--- config.mk ---
export PLATFORM = sky130hd
export DESIGN_NAME = html_link_attribute_extractor_unit_flat
export DESIGN_NICKNAME = d
export VERILOG_FILES = /design/src/design/lae_pkg.sv /design/src/design/lae_in_if.sv /design/src/design/lae_out_if.sv /design/src/design/lae_fifo.sv /design/src/design/lae_front.sv /design/src/design/lae_back.sv /design/src/design/html_link_attribute_extractor_unit.sv /design/src/flat_wrapper.sv
export VERILOG_INCLUDE_DIRS = /design/src /design/src/design
export SDC_FILE = /design/constraint.sdc
export NUM_CORES = 1
export LEC_CHECK = 0
export ABC_AREA = 0
export BUFFER_PORTS_ARGS = -buffer_cell sky130_fd_sc_hd__buf_2
export CORE_MARGIN = 3
export CORE_UTILIZATION = 25
export CTS_CLUSTER_DIAMETER = 40
export DETAILED_ROUTE_END_ITERATION = 16
export HOLD_SLACK_MARGIN = 0.08
export PLACE_DENSITY = 0.39
export SLEW_MARGIN = 10
export SYNTH_ARGS = -nofsm -noshare
export SYNTH_HDL_FRONTEND = slang
export SYNTH_HIERARCHICAL = 1
export SYNTH_SLANG_ARGS = --single-unit
export TNS_END_PERCENT = 20
--- constraint.sdc ---
create_clock -name clk_i -period 4.7 [get_ports clk_i]
set_input_delay 0.235 -clock clk_i [delete_from_list [all_inputs] [get_ports clk_i]]
set_output_delay 0.235 -clock clk_i [all_outputs]
set_load 0.03 [all_outputs]
--- src/design/assert_macros.svh ---
// Assertion macros shared by the link extractor modules.
// Each macro expects clk_i and rst_ni to be visible where it is used.
`ifndef ASSERT_MACROS_SVH
`define ASSERT_MACROS_SVH

// Property that must hold at every clock edge out of reset.
`define LAE_ASSERT(lbl, prop, msg) \
  lbl: assert property (@(posedge clk_i) disable iff (!rst_ni) (prop)) else $error(msg);

// Condition in one cycle that forces a consequence in the next cycle.
`define LAE_ASSERT_NEXT(lbl, ante, cons, msg) \
  lbl: assert property (@(posedge clk_i) disable iff (!rst_ni) (ante) |=> (cons)) else $error(msg);

`endif

--- src/design/lae_pkg.sv ---
// ----------------------------------------------------------------------------
// lae_pkg
// Types, constants and tag tables shared by the link extractor modules.
// ----------------------------------------------------------------------------
`default_nettype none

package lae_pkg;

  localparam int BYTE_W     = 8;
  localparam int WIN_W      = 56;
  localparam int LINKS_W    = 16;
  localparam int COUNT_BITS = 16;
  localparam int TALLY_EXT_W = (COUNT_BITS > LINKS_W) ? COUNT_BITS : LINKS_W;

  localparam logic [COUNT_BITS-1:0] TALLY_MAX = '1;
  localparam logic [LINKS_W-1:0]    LINKS_MAX = '1;

  // Queue between the scanner and the output stage.
  localparam int FIFO_DEPTH = 4;
  localparam int FIFO_PTR_W = $clog2(FIFO_DEPTH);
  localparam int FIFO_CNT_W = $clog2(FIFO_DEPTH + 1);

  // Scanner modes.
  localparam logic [1:0] MODE_IDLE  = 2'd0;
  localparam logic [1:0] MODE_NAME  = 2'd1;
  localparam logic [1:0] MODE_TAG   = 2'd2;
  localparam logic [1:0] MODE_VALUE = 2'd3;

  // Attribute codes.
  localparam logic [1:0] ATTR_HREF   = 2'd0;
  localparam logic [1:0] ATTR_SRC    = 2'd1;
  localparam logic [1:0] ATTR_ACTION = 2'd2;
  localparam logic [1:0] ATTR_NONE   = 2'd3;

  // Characters of interest.
  localparam logic [BYTE_W-1:0] CH_LT      = 8'h3C;
  localparam logic [BYTE_W-1:0] CH_GT      = 8'h3E;
  localparam logic [BYTE_W-1:0] CH_DQUOTE  = 8'h22;
  localparam logic [BYTE_W-1:0] CH_SQUOTE  = 8'h27;
  localparam logic [BYTE_W-1:0] CH_NEWLINE = 8'h0A;
  localparam logic [BYTE_W-1:0] CH_UPPER_A = 8'h41;
  localparam logic [BYTE_W-1:0] CH_UPPER_Z = 8'h5A;
  localparam logic [BYTE_W-1:0] CASE_DELTA = 8'h20;

  // Tag openings, packed with the last byte lowest.
  localparam int NUM_TAGS = 6;
  localparam logic [WIN_W-1:0] TAG_TEXT [NUM_TAGS] = '{
    56'h3C61,            // <a
    56'h3C696D67,        // <img
    56'h3C696672616D65,  // <iframe
    56'h3C6C696E6B,      // <link
    56'h3C62617365,      // <base
    56'h3C666F726D       // <form
  };
  localparam logic [3:0] TAG_LEN [NUM_TAGS] = '{4'd2, 4'd4, 4'd7, 4'd5, 4'd5, 4'd5};
  localparam logic [1:0] TAG_ATTR [NUM_TAGS] = '{
    ATTR_HREF, ATTR_SRC, ATTR_SRC, ATTR_HREF, ATTR_HREF, ATTR_ACTION
  };

  // Attribute names; the last row is the unused code and never matches.
  localparam logic [WIN_W-1:0] ATTR_TEXT [4] = '{
    56'h687265663D,      // href=
    56'h7372633D,        // src=
    56'h616374696F6E3D,  // action=
    56'h0
  };
  localparam logic [3:0] ATTR_LEN [4] = '{4'd5, 4'd4, 4'd7, 4'd0};

  // One queue entry: a result byte and/or a page end marker.
  typedef struct packed {
    logic [BYTE_W-1:0] out_byte;
    logic              end_of_link;
    logic              has_out;
    logic              page_end;
  } entry_t;

  function automatic logic [WIN_W-1:0] byte_mask(input logic [3:0] len);
    logic [WIN_W-1:0] m;
    m = '0;
    for (int i = 0; i < WIN_W / BYTE_W; i++) begin
      if (4'(i) < len) begin
        m[BYTE_W*i +: BYTE_W] = '1;
      end
    end
    return m;
  endfunction

endpackage

`default_nettype wire

--- src/design/lae_in_if.sv ---
// ----------------------------------------------------------------------------
// lae_in_if
// Request channel carrying page bytes into the link extractor.
// ----------------------------------------------------------------------------
`default_nettype none

interface lae_in_if;
  logic                      valid;
  logic                      ready;
  logic [lae_pkg::BYTE_W-1:0] in_byte;
  logic                      stream_end;

  modport source (output valid, output in_byte, output stream_end, input ready);
  modport sink   (input valid, input in_byte, input stream_end, output ready);
endinterface

`default_nettype wire

--- src/design/lae_out_if.sv ---
// ----------------------------------------------------------------------------
// lae_out_if
// Request channel carrying extracted link bytes out of the link extractor.
// ----------------------------------------------------------------------------
`default_nettype none

interface lae_out_if;
  logic                        valid;
  logic                        ready;
  logic [lae_pkg::BYTE_W-1:0]  out_byte;
  logic                        end_of_link;
  logic [lae_pkg::LINKS_W-1:0] links_found;

  modport source (output valid, output out_byte, output end_of_link,
                  output links_found, input ready);
  modport sink   (input valid, input out_byte, input end_of_link,
                  input links_found, output ready);
endinterface

`default_nettype wire

--- src/design/lae_fifo.sv ---
// ----------------------------------------------------------------------------
// lae_fifo
// Short queue that decouples the byte scanner from the output stage.
// ----------------------------------------------------------------------------
`default_nettype none

`include "assert_macros.svh"

module lae_fifo (
  input  wire                  clk_i,
  input  wire                  rst_ni,
  input  wire                  push_i,
  input  wire lae_pkg::entry_t entry_i,
  output logic                 full_o,
  input  wire                  pop_i,
  output logic                 empty_o,
  output lae_pkg::entry_t      entry_o
);

  lae_pkg::entry_t                 mem_q [lae_pkg::FIFO_DEPTH];
  logic [lae_pkg::FIFO_PTR_W-1:0]  wr_ptr_q, wr_ptr_d;
  logic [lae_pkg::FIFO_PTR_W-1:0]  rd_ptr_q, rd_ptr_d;
  logic [lae_pkg::FIFO_CNT_W-1:0]  count_q, count_d;
  logic                            do_push, do_pop;

  assign full_o  = (count_q == lae_pkg::FIFO_CNT_W'(lae_pkg::FIFO_DEPTH));
  assign empty_o = (count_q == '0);
  assign entry_o = mem_q[rd_ptr_q];

  assign do_push = push_i && !full_o;
  assign do_pop  = pop_i && !empty_o;

  always_comb begin
    wr_ptr_d = wr_ptr_q;
    rd_ptr_d = rd_ptr_q;
    count_d  = count_q;
    if (do_push) begin
      wr_ptr_d = (wr_ptr_q == lae_pkg::FIFO_PTR_W'(lae_pkg::FIFO_DEPTH - 1)) ? '0
                 : wr_ptr_q + 1'b1;
    end
    if (do_pop) begin
      rd_ptr_d = (rd_ptr_q == lae_pkg::FIFO_PTR_W'(lae_pkg::FIFO_DEPTH - 1)) ? '0
                 : rd_ptr_q + 1'b1;
    end
    if (do_push && !do_pop) begin
      count_d = count_q + 1'b1;
    end else if (do_pop && !do_push) begin
      count_d = count_q - 1'b1;
    end
  end

  always_ff @(posedge clk_i or negedge rst_ni) begin
    if (!rst_ni) begin
      wr_ptr_q <= '0;
      rd_ptr_q <= '0;
      count_q  <= '0;
    end else begin
      wr_ptr_q <= wr_ptr_d;
      rd_ptr_q <= rd_ptr_d;
      count_q  <= count_d;
    end
  end

  always_ff @(posedge clk_i) begin
    if (do_push) begin
      mem_q[wr_ptr_q] <= entry_i;
    end
  end

  `LAE_ASSERT(a_fifo_count_bound, count_q <= lae_pkg::FIFO_CNT_W'(lae_pkg::FIFO_DEPTH), "queue count above depth")
  `LAE_ASSERT(a_fifo_no_overflow, !(push_i && full_o), "push into a full queue")

endmodule

`default_nettype wire

--- src/design/lae_front.sv ---
// ----------------------------------------------------------------------------
// lae_front
// Byte scanner: lowercases each byte, tracks tag names and attributes and
// queues the link bytes and separators it finds.
// ----------------------------------------------------------------------------
`default_nettype none

`include "assert_macros.svh"

module lae_front (
  input  wire              clk_i,
  input  wire              rst_ni,
  lae_in_if.sink           in_i,
  input  wire              full_i,
  output logic             push_o,
  output lae_pkg::entry_t  entry_o
);

  logic [1:0]                  mode_q, mode_d;
  logic [lae_pkg::WIN_W-1:0]   name_win_q, name_win_d;
  logic [2:0]                  name_len_q, name_len_d;
  logic [1:0]                  want_q, want_d;
  logic [lae_pkg::WIN_W-1:0]   attr_win_q, attr_win_d;
  logic                        quote_exp_q, quote_exp_d;
  logic                        quote_single_q, quote_single_d;

  logic                        accept;
  logic [lae_pkg::BYTE_W-1:0]  c;
  logic [lae_pkg::WIN_W-1:0]   name_next;
  logic [3:0]                  name_n;
  logic [lae_pkg::NUM_TAGS-1:0] tag_hit, tag_alive;
  logic [1:0]                  hit_attr;
  logic [lae_pkg::WIN_W-1:0]   attr_next;
  logic                        attr_match;
  logic [lae_pkg::BYTE_W-1:0]  close_quote;

  assign in_i.ready = !full_i;
  assign accept     = in_i.valid && in_i.ready;

  always_comb begin
    c = in_i.in_byte;
    if (in_i.in_byte inside {[lae_pkg::CH_UPPER_A:lae_pkg::CH_UPPER_Z]}) begin
      c = in_i.in_byte + lae_pkg::CASE_DELTA;
    end
  end

  // Tag name compare against every known opening at once.
  assign name_next = {name_win_q[lae_pkg::WIN_W-lae_pkg::BYTE_W-1:0], c};
  assign name_n    = {1'b0, name_len_q} + 4'd1;

  always_comb begin
    hit_attr = lae_pkg::ATTR_HREF;
    for (int i = 0; i < lae_pkg::NUM_TAGS; i++) begin
      tag_hit[i]   = (name_n == lae_pkg::TAG_LEN[i]) && (name_next == lae_pkg::TAG_TEXT[i]);
      tag_alive[i] = (name_n < lae_pkg::TAG_LEN[i]) &&
                     ((lae_pkg::TAG_TEXT[i] >> {lae_pkg::TAG_LEN[i] - name_n, 3'b000})
                      == name_next);
      if (tag_hit[i]) begin
        hit_attr = lae_pkg::TAG_ATTR[i];
      end
    end
  end

  assign attr_next  = {attr_win_q[lae_pkg::WIN_W-lae_pkg::BYTE_W-1:0], c};
  assign attr_match = (want_q != lae_pkg::ATTR_NONE) &&
                      ((attr_next & lae_pkg::byte_mask(lae_pkg::ATTR_LEN[want_q]))
                       == lae_pkg::ATTR_TEXT[want_q]);
  assign close_quote = quote_single_q ? lae_pkg::CH_SQUOTE : lae_pkg::CH_DQUOTE;

  always_comb begin
    mode_d         = mode_q;
    name_win_d     = name_win_q;
    name_len_d     = name_len_q;
    want_d         = want_q;
    attr_win_d     = attr_win_q;
    quote_exp_d    = quote_exp_q;
    quote_single_d = quote_single_q;
    entry_o        = '0;
    entry_o.out_byte = c;

    if (accept) begin
      case (mode_q)
        lae_pkg::MODE_IDLE: begin
          if (c == lae_pkg::CH_LT) begin
            mode_d     = lae_pkg::MODE_NAME;
            name_win_d = lae_pkg::WIN_W'(lae_pkg::CH_LT);
            name_len_d = 3'd1;
          end
        end
        lae_pkg::MODE_NAME: begin
          if (|tag_hit) begin
            mode_d      = lae_pkg::MODE_TAG;
            want_d      = hit_attr;
            attr_win_d  = '0;
            quote_exp_d = 1'b0;
            name_win_d  = '0;
            name_len_d  = '0;
          end else if (|tag_alive) begin
            name_win_d = name_next;
            name_len_d = name_n[2:0];
          end else if (c == lae_pkg::CH_LT) begin
            // The byte that broke the match may open a new tag itself.
            name_win_d = lae_pkg::WIN_W'(lae_pkg::CH_LT);
            name_len_d = 3'd1;
          end else begin
            mode_d         = lae_pkg::MODE_IDLE;
            name_win_d     = '0;
            name_len_d     = '0;
            want_d         = lae_pkg::ATTR_HREF;
            attr_win_d     = '0;
            quote_exp_d    = 1'b0;
            quote_single_d = 1'b0;
          end
        end
        lae_pkg::MODE_TAG: begin
          if (c == lae_pkg::CH_GT) begin
            mode_d         = lae_pkg::MODE_IDLE;
            name_win_d     = '0;
            name_len_d     = '0;
            want_d         = lae_pkg::ATTR_HREF;
            attr_win_d     = '0;
            quote_exp_d    = 1'b0;
            quote_single_d = 1'b0;
          end else if (quote_exp_q && (c == lae_pkg::CH_DQUOTE || c == lae_pkg::CH_SQUOTE)) begin
            quote_exp_d    = 1'b0;
            quote_single_d = (c == lae_pkg::CH_SQUOTE);
            mode_d         = lae_pkg::MODE_VALUE;
          end else begin
            attr_win_d  = attr_next;
            quote_exp_d = attr_match;
          end
        end
        lae_pkg::MODE_VALUE: begin
          entry_o.has_out = 1'b1;
          if (c == close_quote) begin
            entry_o.out_byte    = lae_pkg::CH_NEWLINE;
            entry_o.end_of_link = 1'b1;
            mode_d              = lae_pkg::MODE_TAG;
            attr_win_d          = '0;
            quote_exp_d         = 1'b0;
          end
        end
        default: begin
          mode_d = lae_pkg::MODE_IDLE;
        end
      endcase

      // The last byte of a page returns the scanner to its reset state.
      if (in_i.stream_end) begin
        entry_o.page_end = 1'b1;
        mode_d           = lae_pkg::MODE_IDLE;
        name_win_d       = '0;
        name_len_d       = '0;
        want_d           = lae_pkg::ATTR_HREF;
        attr_win_d       = '0;
        quote_exp_d      = 1'b0;
        quote_single_d   = 1'b0;
      end
    end
  end

  assign push_o = accept && (entry_o.has_out || entry_o.page_end);

  always_ff @(posedge clk_i or negedge rst_ni) begin
    if (!rst_ni) begin
      mode_q         <= lae_pkg::MODE_IDLE;
      name_win_q     <= '0;
      name_len_q     <= '0;
      want_q         <= lae_pkg::ATTR_HREF;
      attr_win_q     <= '0;
      quote_exp_q    <= 1'b0;
      quote_single_q <= 1'b0;
    end else begin
      mode_q         <= mode_d;
      name_win_q     <= name_win_d;
      name_len_q     <= name_len_d;
      want_q         <= want_d;
      attr_win_q     <= attr_win_d;
      quote_exp_q    <= quote_exp_d;
      quote_single_q <= quote_single_d;
    end
  end

  `LAE_ASSERT(a_front_quote_in_tag, !quote_exp_q || mode_q == lae_pkg::MODE_TAG, "quote expected outside a tag")
  `LAE_ASSERT(a_front_name_len, mode_q != lae_pkg::MODE_NAME || name_len_q != 3'd0, "empty tag name while reading a name")

endmodule

`default_nettype wire

--- src/design/lae_back.sv ---
// ----------------------------------------------------------------------------
// lae_back
// Output stage: keeps the link tally and registers each result request.
// ----------------------------------------------------------------------------
`default_nettype none

`include "assert_macros.svh"

module lae_back (
  input  wire                  clk_i,
  input  wire                  rst_ni,
  input  wire                  empty_i,
  input  wire lae_pkg::entry_t entry_i,
  output logic                 pop_o,
  lae_out_if.source            out_o
);

  logic [lae_pkg::COUNT_BITS-1:0]  tally_q, tally_d;
  logic [lae_pkg::COUNT_BITS-1:0]  tally_now;
  logic [lae_pkg::TALLY_EXT_W-1:0] tally_ext;
  logic                            valid_q, valid_d;
  logic [lae_pkg::BYTE_W-1:0]      byte_q;
  logic                            eol_q;
  logic [lae_pkg::LINKS_W-1:0]     links_q;
  logic                            load;

  assign pop_o = !empty_i && (!valid_q || out_o.ready);
  assign load  = pop_o && entry_i.has_out;

  // Tally including the link closed by this entry, if any.
  always_comb begin
    tally_now = tally_q;
    if (pop_o && entry_i.end_of_link && tally_q != lae_pkg::TALLY_MAX) begin
      tally_now = tally_q + 1'b1;
    end
  end

  assign tally_ext = lae_pkg::TALLY_EXT_W'(tally_now);

  always_comb begin
    tally_d = tally_now;
    if (pop_o && entry_i.page_end) begin
      tally_d = '0;
    end
    valid_d = valid_q && !out_o.ready;
    if (load) begin
      valid_d = 1'b1;
    end
  end

  always_ff @(posedge clk_i or negedge rst_ni) begin
    if (!rst_ni) begin
      tally_q <= '0;
      valid_q <= 1'b0;
    end else begin
      tally_q <= tally_d;
      valid_q <= valid_d;
    end
  end

  always_ff @(posedge clk_i) begin
    if (load) begin
      byte_q  <= entry_i.out_byte;
      eol_q   <= entry_i.end_of_link;
      links_q <= (tally_ext > lae_pkg::TALLY_EXT_W'(lae_pkg::LINKS_MAX)) ? lae_pkg::LINKS_MAX
                 : tally_ext[lae_pkg::LINKS_W-1:0];
    end
  end

  assign out_o.valid       = valid_q;
  assign out_o.out_byte    = byte_q;
  assign out_o.end_of_link = eol_q;
  assign out_o.links_found = links_q;

  `LAE_ASSERT_NEXT(a_back_tally_sat, tally_q == lae_pkg::TALLY_MAX && !(pop_o && entry_i.page_end), tally_q == lae_pkg::TALLY_MAX, "link tally wrapped")

endmodule

`default_nettype wire

--- src/design/html_link_attribute_extractor_unit.sv ---
// ----------------------------------------------------------------------------
// html_link_attribute_extractor_unit
// Byte-serial scanner that pulls href, src and action values out of HTML.
// ----------------------------------------------------------------------------
// The block takes one page byte per clock cycle on in_i and sends each link
// byte, followed by a newline separator, on out_o. The scanner keeps its
// whole state in one set of registers that update once per accepted byte,
// which sets the rate of one byte per cycle. Results pass a four-entry queue
// and then an output register before they show on out_o; in_i stays ready as
// long as the queue has room, and a stalled out_o only holds in_i off once
// the queue fills. links_found counts the links closed so far in the current
// page and stops at its maximum; stream_end on the last byte of a page clears
// the scan and the count.
`default_nettype none

module html_link_attribute_extractor_unit (
  input  wire        clk_i,
  input  wire        rst_ni,
  lae_in_if.sink     in_i,
  lae_out_if.source  out_o
);

  logic            push;
  logic            pop;
  logic            full;
  logic            empty;
  lae_pkg::entry_t push_entry;
  lae_pkg::entry_t pop_entry;

  lae_front u_front (
    .clk_i   (clk_i),
    .rst_ni  (rst_ni),
    .in_i    (in_i),
    .full_i  (full),
    .push_o  (push),
    .entry_o (push_entry)
  );

  lae_fifo u_fifo (
    .clk_i   (clk_i),
    .rst_ni  (rst_ni),
    .push_i  (push),
    .entry_i (push_entry),
    .full_o  (full),
    .pop_i   (pop),
    .empty_o (empty),
    .entry_o (pop_entry)
  );

  lae_back u_back (
    .clk_i   (clk_i),
    .rst_ni  (rst_ni),
    .empty_i (empty),
    .entry_i (pop_entry),
    .pop_o   (pop),
    .out_o   (out_o)
  );

endmodule

`default_nettype wire
--- src/flat_wrapper.sv ---
// flat-port wrapper written by rule: the top's interface ports become plain ports
module html_link_attribute_extractor_unit_flat 
  (clk_i, rst_ni, in_i_valid, in_i_in_byte, in_i_stream_end, in_i_ready, out_o_valid, out_o_out_byte, out_o_end_of_link, out_o_links_found, out_o_ready);
  lae_in_if in_i_i ();
  lae_out_if out_o_i ();
  input  wire clk_i;
  input  wire rst_ni;
  input wire logic [$bits(in_i_i.valid)-1:0] in_i_valid;
  input wire logic [$bits(in_i_i.in_byte)-1:0] in_i_in_byte;
  input wire logic [$bits(in_i_i.stream_end)-1:0] in_i_stream_end;
  output wire logic [$bits(in_i_i.ready)-1:0] in_i_ready;
  output wire logic [$bits(out_o_i.valid)-1:0] out_o_valid;
  output wire logic [$bits(out_o_i.out_byte)-1:0] out_o_out_byte;
  output wire logic [$bits(out_o_i.end_of_link)-1:0] out_o_end_of_link;
  output wire logic [$bits(out_o_i.links_found)-1:0] out_o_links_found;
  input wire logic [$bits(out_o_i.ready)-1:0] out_o_ready;
  assign in_i_i.valid = in_i_valid;
  assign in_i_i.in_byte = in_i_in_byte;
  assign in_i_i.stream_end = in_i_stream_end;
  assign in_i_ready = in_i_i.ready;
  assign out_o_valid = out_o_i.valid;
  assign out_o_out_byte = out_o_i.out_byte;
  assign out_o_end_of_link = out_o_i.end_of_link;
  assign out_o_links_found = out_o_i.links_found;
  assign out_o_i.ready = out_o_ready;
  html_link_attribute_extractor_unit u_core (.clk_i(clk_i), .rst_ni(rst_ni), .in_i(in_i_i), .out_o(out_o_i));
endmodule
==> results.sh <==
export IMPL_grt_util_met3_pct=4.15
export IMPL_cpMostUsedCell="buf_4"
export IMPL_synth_distinct_cells=95
export IMPL_max_stage_delay_ns=0.67
export IMPL_synthMuxAreaShare_pct=7.52
export IMPL_synth_top_cell_area_share_pct=25.2
export IMPL_comb_power_share_pct=40.4
export IMPL_met2_usage_pct=27.9
export IMPL_grt_busiest_layer="met2"
export IMPL_drv_cap=0
export IMPL_die_y_microns=232
export IMPL_synth_xor_area_share_pct=1.78
export IMPL_period_share_pct=95.5
export IMPL_grt_pass1_vias=11100
export IMPL_ant_nets=0
export IMPL_post_cts_buffers=0
export IMPL_synth_top_family_by_area="simple AND/OR/NAND/NOR gates"
export IMPL_clk_path_buf_depth=2
export IMPL_synthSimpleGateAreaFrac_pct=22.9
export IMPL_cp_data_arrival_time_ns=4.88
export IMPL_swShare_pct=40.5
export IMPL_skew_ns=0.0141
export IMPL_cts_htree_levels=4
export IMPL_die_w_microns=232
export IMPL_io_pins=40
export IMPL_synth_warnings=6
export IMPL_p_leak_uw=0.00589
export IMPL_drc=0
export IMPL_cts_tree="yes"
export IMPL_numPortBuffers=39
export IMPL_synth_adder_area_share_pct=2.80
export IMPL_finalHoldViolCount=0
export IMPL_hold_path_class="input pin to flip-flop"
export IMPL_clk_latency_ns=0.48
export IMPL_die_area_sq_um=53900
export IMPL_powerDensity_nw_per_um2=430
export IMPL_gr_total_overflow=0
export IMPL_area_growth_pct=14.8
export IMPL_initial_utilization_pct=25.4
export IMPL_grt_max_degree=84
export IMPL_dp_hpwl_microns=33800
export IMPL_first_pass_iters=5
export IMPL_crit_chain="buf_4 > inv_2 > buf_4 > ha_1 > buf_4 > nor2_1 > o32ai_1 > or4b_2 > or4_1 > and4_1 > a21oi_4 > buf_12 > buf_4 > mux2i_1"
export IMPL_fin_crit_ns=4.49
export IMPL_slew_violations=0
export IMPL_ys_seq_area_share_pct=41.4
export IMPL_worstSetupEndpointType="flip-flop"
export IMPL_crit_required_ns=5.10
export IMPL_synth_top_flop_cell="dfrtp_1"
export IMPL_rsz0062_at_grt="false"
export IMPL_fp_coreArea_sq_um=50400
export IMPL_wl_microns=46900
export IMPL_synthCells=1370
export IMPL_intPower_uw=3760
export IMPL_p_clk_share_pct=23.9
export IMPL_grt_use_total_pct=17.6
export IMPL_num_rows=82
export IMPL_critPathKind="flip-flop to flip-flop"
export IMPL_drive_gt1_share_pct=14.9
export IMPL_total_power_uw=6310
export IMPL_slew_headroom_pct=40.1
export IMPL_sequentialPowerShare_pct=35.7
export IMPL_tns_ns=0
export IMPL_via_count=11100
export IMPL_ys_async_sr_fraction_pct=65.2
export IMPL_numCtsBuffers=17
export IMPL_drt_iter0_markers=988
export IMPL_syn_avg_cell_area_sq_um=9.34
export IMPL_root_buffer="clkbuf_16"
export IMPL_clock_sinks=198
export IMPL_syn_nets=1411
export IMPL_n_antenna_cell=0
export IMPL_peakVddDrop_uv=338
export IMPL_antenna_found_initial=1
export IMPL_cp_max_fo=22
export IMPL_fin_nets=1449
export IMPL_synth_seq_cells=198
export IMPL_use_met1_pct=23.4
export IMPL_place_gp_congestion=0.950
export IMPL_clk_pin_slew_ns=0.08
export IMPL_wl_per_cell_microns=22.4
export IMPL_worstMarginPinSlew_ns=0.898
export IMPL_grt_pass1_wl_microns=71200
export IMPL_synth_edf_count=69
export IMPL_synth_compound_area_share_pct=17.4
export IMPL_viasPerCell=5.32
export IMPL_max_freq_mhz=223
export IMPL_cp_start_kind="flip-flop"
export IMPL_syn_cell_area_sq_um=12800
export IMPL_synth_area_top_cells="dfrtp_1 25%, edfxtp_1 16%, mux2i_1 4.4%, nand2_1 3.7%, a22o_1 2.7%"
export IMPL_setup_viol_count_final=0
export IMPL_fillers=5362
export IMPL_power_switching_uw=2560
export IMPL_crit_slowest_cell="or4b_2"
export IMPL_status="finished clean"
export IMPL_synth_top_area_cell="dfrtp_1"
==> power by group through the flow <==
stage,Clock [uW],Combinational (uW),Sequential [uW]
after floorplan,0,1590,2400
after global placement,0,2550,2290
after detailed placement,0,2550,2290
after CTS,1580,2560,2260
after global routing,1650,2770,2280
final,1510,2550,2250
==> worst paths after layout <==
kind	from	to	slack [ns]	cells past startpoint
hold / removal	out_o_ready	u_core/u_back/out_o.valid$_DFF_PN0_	0.14	3
setup / recovery	u_core/u_front/name_len_q[0]$_DFFE_PN0P_	u_core/u_front/attr_win_q[26]$_DFFE_PN0P_	0.21	14
max in group asynchronous	rst_ni	u_core/u_front/name_win_q[36]$_DFFE_PN0P_	3.14	3
hold reg to reg	u_core/u_front/name_win_q[39]$_DFFE_PN0P_	u_core/u_front/name_win_q[39]$_DFFE_PN0P_	0.49	1
setup reg to reg	u_core/u_front/name_len_q[0]$_DFFE_PN0P_	u_core/u_front/attr_win_q[26]$_DFFE_PN0P_	0.21	14
min in group asynchronous	rst_ni	u_core/u_back/tally_q[12]$_DFF_PN0_	0.40	2
==> sequential cells by signal (all words and copies together) (netlist names) <==
signal and cells:
u_core/u_front/quote_exp_q 1, u_core/u_front/name_win_q 48, u_core/u_back/out_o.valid 1, u_core/u_front/mode_q 2, u_core/u_fifo/wr_ptr_q 2, u_core/u_fifo/count_q 3, u_core/u_back/tally_q 16, u_core/u_fifo/mem_q 44
u_core/u_fifo/rd_ptr_q 2, u_core/u_back/out_o.links_found 16, u_core/u_front/quote_single_q 1, u_core/u_back/out_o.end_of_link 1, u_core/u_back/out_o.out_byte 8, u_core/u_front/want_q 2, u_core/u_front/name_len_q 3, u_core/u_front/attr_win_q 48
==> placed cells by master, fill, tap and decap left out, types with 15 or more instances in the layout <==
cell type and instances:
a211oi_1 15, a21oi_1 60, a22o_1 39, and2_1 18, buf_2 38, buf_4 80, clkbuf_16 17, dfrtp_1 129
edfxtp_1 69, ha_1 26, inv_1 77, mux2i_1 56, nand2_1 125, nand2b_1 27, nand3_1 51, nand4_1 33
nor2_1 85, nor3_1 40, nor4_1 42, o21ai_0 42, or4_1 20, xor2_1 17
==> area by class of cell <==
class                   count  area [sq um]  share of cell area, %
clock buffers              17           425                   2.90
clock inverters            15           171                   1.17
inverters                  80           300                   2.04
multi-input cells         986          6740                   45.9
flip-flops and latches    198          5300                   36.1
well taps                 672           841                   5.72
repair buffers            125           912                   6.21
==> worst max-delay path, delay by kind of cell (launching register included) <==
family          cells  cell delay, ns
simple gates        4            1.51
buf+inv             6            1.18
compound gates      2            0.65
fa+ha+maj           1            0.48
flops               1            0.38
mux                 1            0.19
==> stage by stage <==
step	instance area, sq um	std cells	setup slack (ns)	util [%]	hold WS (ns)
floorplan	12800	1370	0.0904	-	-0.0606
CTS	14700	2093	0.255	29.1	0.0993
global route	14700	2093	0.0476	29.2	0.138
global placement	14100	2060	0.296	27.9	0.371
detailed placement	14100	2060	0.262	27.9	0.379
finish	14700	2093	0.212	29.2	0.139
==> metal layers <==
metal	vias to the layer above	wire length [microns]	share of wire, %
met5	-	0	0
met4	0	1290	2.7
met3	61	2970	6.3
met2	335	21400	46
met1	5530	21300	45
li1	5214	-	-
==> cell usage after synthesis (all sizes together) (9+ instances only) <==
library cell	n
a211oi	15
a21oi	62
a22o	39
a31oi	12
and2	18
and3	12
buf	41
clkbuf	65
dfrtp	129
edfxtp	69
ha	27
inv	80
mux2	13
mux2i	56
mux4	11
nand2	125
nand2b	27
nand3	51
nand4	33
nor2	85
nor2b	12
nor3	41
nor4	43
o2111ai	9
o21ai	43
o22ai	13
o31ai	14
or2	12
or3	14
or4	21
xnor2	9
xor2	17
==> repair_timing <==
| action | 4_1_cts | 5_1_grt |
|---|---|---|
| endpoints found under the hold margin | 82 | 0 |
| hold buffers | 1 | 0 |
| endpoints found under the setup margin | 0 | 22 |
| resized for setup | 0 | 2 |
==> logic make-up (layout without fill, tap and decap cells) <==
group | count (synthesis) | count (layout)
adder cells (fa/ha/maj) | 28 | 28
AND/OR/NAND/NOR | 544 | 544
flip-flops | 198 | 198
multiplexers | 80 | 80
XOR/XNOR | 26 | 26
AO/OA/AOI/OAI | 308 | 308
buffers and inverters | 186 | 237
No activity file was read; power rests on OpenSTA's default activity.
